## src/tmbl_pkg.sv

```systemverilog
// ----------------------------------------------------------------------------
// Temporal median package
// Shared types and constants for the byte lane temporal median block.
// ----------------------------------------------------------------------------
package tmbl_pkg;
    localparam int unsigned WordW  = 32;
    localparam int unsigned PosW   = 12;
    localparam int unsigned CntW   = 5;
    localparam int unsigned LaneW  = 8;
    localparam int unsigned Lanes  = 4;
    localparam logic [CntW-1:0] NumSamplesReset = 5'd5;

    typedef struct packed {
        logic [WordW-1:0] pixel_word;
        logic [PosW-1:0]  pixel_position;
        logic             last_of_frame;
    } t_in_req;

    typedef struct packed {
        logic [WordW-1:0] median_word;
        logic [PosW-1:0]  out_position;
    } t_out_req;

    // Control from the sequencer to the lanes.
    typedef struct packed {
        logic start;
        logic step;
    } t_lane_ctl;
endpackage

```

## src/tmbl_lane.sv

```systemverilog
// ----------------------------------------------------------------------------
// Median lane
// Counts, for each of the candidate samples, how many samples are smaller
// or equal with lower index; the candidate whose rank is the median wins.
// Samples arrive one per step and are compared against a held row.
// ----------------------------------------------------------------------------
module tmbl_lane #(
    parameter int unsigned MAX_FRAMES = 25
) (
    input  logic                     i_clk,
    input  tmbl_pkg::t_lane_ctl      i_ctl,
    input  logic [MAX_FRAMES*8-1:0]  i_row,
    input  logic [$clog2(MAX_FRAMES+1)-1:0] i_idx,
    input  logic [$clog2(MAX_FRAMES+1)-1:0] i_med,
    input  logic [$clog2(MAX_FRAMES+1)-1:0] i_n,
    output logic [7:0]               o_median
);
    import tmbl_pkg::*;
    localparam int unsigned IW = $clog2(MAX_FRAMES + 1);

    logic [IW-1:0] r_rank [MAX_FRAMES];
    logic [7:0]    w_s;
    logic [7:0]    w_c [MAX_FRAMES];
    logic [7:0]    w_med;

    always_comb begin
        w_s = '0;
        for (int k = 0; k < MAX_FRAMES; k++) begin
            w_c[k] = i_row[k*8 +: 8];
            if (i_idx == IW'(k)) begin
                w_s = i_row[k*8 +: 8];
            end
        end
    end

    always_ff @(posedge i_clk) begin
        for (int k = 0; k < MAX_FRAMES; k++) begin
            if (i_ctl.start) begin
                r_rank[k] <= '0;
            end else if (i_ctl.step) begin
                if ((w_s < w_c[k]) || ((w_s == w_c[k]) && (i_idx < IW'(k)))) begin
                    r_rank[k] <= r_rank[k] + 1'b1;
                end
            end
        end
    end

    always_comb begin
        w_med = '0;
        for (int k = 0; k < MAX_FRAMES; k++) begin
            if ((IW'(k) < i_n) && (r_rank[k] == i_med)) begin
                w_med = w_c[k];
            end
        end
    end

    assign o_median = w_med;
endmodule

```

## config.mk

```make
export PLATFORM = sky130hd
export DESIGN_NAME = tmbl_lane
export DESIGN_NICKNAME = d
export VERILOG_FILES = /design/src/tmbl_pkg.sv /design/src/tmbl_lane.sv
export SDC_FILE = /design/constraint.sdc
export NUM_CORES = 1
export LEC_CHECK = 0
export BUFFER_PORTS_ARGS = -buffer_cell sky130_fd_sc_hd__buf_4
export CORE_AREA = 3 3 187 189
export CTS_BUF_LIST = sky130_fd_sc_hd__clkbuf_8 sky130_fd_sc_hd__clkbuf_16
export DETAILED_ROUTE_END_ITERATION = 8
export DIE_AREA = 0 0 190 192
export PLACE_DENSITY_LB_ADDON = 0.3
export SKIP_LAST_GASP = 1
export SLEW_MARGIN = 10
export SYNTH_ARGS = -nofsm -noshare
export SYNTH_HDL_FRONTEND = slang
export SYNTH_SLANG_ARGS = --single-unit
```

## constraint.sdc

```tcl
create_clock -name i_clk -period 6.6 [get_ports i_clk]
set_input_delay 0.33 -clock i_clk [delete_from_list [all_inputs] [get_ports i_clk]]
set_output_delay 0.33 -clock i_clk [all_outputs]
set_load 0.02 [all_outputs]
```

==> results.yml <==
layout:
  final_cell_mix: "buf_4 (262), ha_1 (224), inv_1 (207)"
  layout_commonest_cell: "buf_4"
  syn2layout_area_growth_pct: 15.3
  largest_reg_flops: 125
  drive_gt1_share_pct: 15.7
  largest_registers: "r_rank (125)"
  nNetsFinal: 2692
  insertedDiodeCount: 0
  final_core_util_pct: 58.7
  regMostFlops: "r_rank"
cts:
  insertion_delay_ps: 430
  clockBufferDepth: 2
  cts_hold_buf: 0
  cts_buffers: 17
  postCtsSetupBuffers: 0
  clock_sinks: 125
  clk_pin_slew_ps: 60
  root_buffer: "clkbuf_16"
  cts_tree: "built"
  cts_resized: 0
  htree_levels: 4
detailed_routing:
  first_pass_iters: 9
  wire_per_inst_um: 25.4
  ant_nets: 0
  routed_wl_um: 68700
  num_vias: 17900
  drtIter0Drc: 2288
  route.detailed.drc: 0
  post_drt_via_cell_ratio: 6.59
min_path:
  hold_class: "in -> reg"
  hold_start: "i_ctl[0]"
power_and_ir_drop:
  p_seq_share_pct: 29.2
  p_switching_uw: 1650
  ir_drop_mv: 0.210
  switching_share_pct: 40.9
  internal_power_uw: 2390
  leakagePower_uw: 0.00875
  power_density_nw_per_um2: 206
  finalPower_uw: 4040
  power_frac_comb_pct: 47.2
  pwr-share-clk_pct: 23.7
setup_path:
  crit_start: "i_idx[1]"
  worst_path_most_repeated_cell: "buf_4"
  endpoint_kind: "register"
  slowest_delay_ps: 700
  r2r-start: "r_rank[0][5]"
  critical_path.cell_chain: "buf_4 > buf_4 > nor4b_1 > a22oi_1 > o221ai_1 > o32a_1 > nor3_1 > nor2_1 > o21ai_0 > o211ai_1 > buf_4 > ha_1 > nand4_1 > nor4_1 > nor2_1 > nand2_1 > o21ai_0 > nand2b_1"
  required_ps: 6710
  path_class: "in -> reg"
  r2r-end: "r_rank[0][9]"
  crit_slowest_cell: "nor4b_1"
  cp_max_fo: 29
  ff2ff_setup_slack_ps: 5260
  worst_ep_arrival_time_ps: 5240
  reg2reg_depth: 4
  setup.worst_path.end: "r_rank[1][6]"
  start_kind: "input pin"
floorplanning:
  die_h_um: 192
  start_util_pct: 51.0
  die_x_um: 190
  fp.coreArea_um2: 33400
  die_area_um2: 36500
  num_rows: 67
  io_pins: 226
place:
  gp_congestion: 1.06
  hpwl_um: 53900
  pre_cts_slack_ps: 1320
  port_buffers: 225
logic_synthesis:
  synth_ff_type: "edfxtp_1"
  ys_ff_latch: 125
  syn-cell-area_um2: 17000
  mappedNetlistNets: 2507
  async_flop_share_pct: 0
  synth_edf_count: 125
  synthCells: 2065
  ys_types: 93
  ys_warn_count: 0
  syn_area_per_cell_um2: 8.25
  ys_seq_area_share_pct: 22.0
grt:
  grt_pass1_wl_um: 102000
  grt_antenna_before_repair: 2
  grt_pass1_vias: 17300
  grt_max_degree: 88
  grt_overflow: 0
  grt_usage_pct: 36.6
sta:
  setup_viol: 0
  min_period_ps: 5130
  hold_violations: 0
  rsz0062_at_grt: "false"
  period_share_pct: 77.7
  drv_slew: 0
  worstMarginPinSlew_ps: 1120
  relSlewSlack_pct: 23.4
  max_freq_ghz: 0.195
  fin_skew_ps: 5.70
  tns_ps: 0
  fin_ws_ps: 1470
outcome:
  outcome: "finished clean"
job:
  drv_cap: 0
==> synthesized netlist by cell type (33+ instances only) <==
library cell	number	share of area, %
ha_1	224	16
inv_1	206	4.5
nor2_1	164	3.6
edfxtp_1	125	22
o21ai_0	125	3.7
nand3_1	105	3.1
xnor2_1	100	5.1
xor2_1	98	5.0
a21oi_1	85	2.5
nand2_1	78	1.7
nor3_1	76	2.2
nand2b_1	51	1.9
o21a_1	51	2.2
nand4_1	47	1.7
clkbuf_1	40	0.88
buf_2	33	0.97
==> cell families (layout without fill, tap and decap cells) <==
family,count (synthesis),in the layout,synth area share [%]
fa+ha+maj,224,224,16.4
xor+xnor,200,200,10.4
mux,33,33,2.26
flops,125,125,22.0
compound gates,525,525,21.3
buf+inv,303,501,7.78
simple gates,655,655,19.8
==> final cells by class <==
cell class | instances | area [um2]
repair buffers | 262 | 1970
clock inverters | 15 | 173
fillers | 2983 | 13800
clock buffers | 17 | 425
well taps | 448 | 561
multi-input cells | 1637 | 12000
inverters | 207 | 777
flip-flops and latches | 125 | 3750
==> layer usage <==
layer | share of wire (%) | track usage [%] | vias up
met5 | 0.051 | 0 | -
met1 | 38 | 45.3 | 8297
met2 | 43 | 56.9 | 1256
met3 | 11 | 8.29 | 332
met4 | 7.7 | 24.3 | 2
li1 | - | - | 7974
==> how the worst min path moves through the flow <==
| stage | end | slack, ps | cells past startpoint |
|---|---|---|---|
| 4_1_cts | r_rank[1][36] | 580 | 3 |
| 6_report | r_rank[1][37] | 620 | 3 |
| 2_1_floorplan | r_rank[0][20] | 600 | 1 |
| 3_3_place_gp | r_rank[1][40] | 620 | 1 |
| 5_1_grt | r_rank[1][37] | 610 | 3 |
| 3_5_place_dp | r_rank[1][44] | 630 | 2 |
==> per-stage QoR <==
stage / cell area (um2) / hold slack (ps) / instances
2_1_floorplan: 17000 / 598 / 2065
4_1_cts: 19600 / 582 / 2711
3_3_place_gp: 19000 / 617 / 2679
3_5_place_dp: 19000 / 627 / 2679
5_1_grt: 19600 / 611 / 2711
6_report: 19600 / 618 / 2711
==> power groups by stage <==
| stage | clock, uW | sequential (uW) | combinational [uW] |
|---|---|---|---|
| floorplan | 0 | 1160 | 1170 |
| global placement | 0 | 1180 | 1800 |
| detailed placement | 0 | 1190 | 1840 |
| CTS | 963 | 1180 | 1850 |
| global route | 1000 | 1200 | 2060 |
| finish | 957 | 1180 | 1910 |
==> critical path: cells and delay by family <==
family                     cells  cell delay, ps
AOI/OAI and AO/OA              6            1930
and+or+nand+nor                8            1590
buffers and inverters          3            1080
adders and majority gates      1             270
No activity file was read; power rests on OpenSTA's default activity.
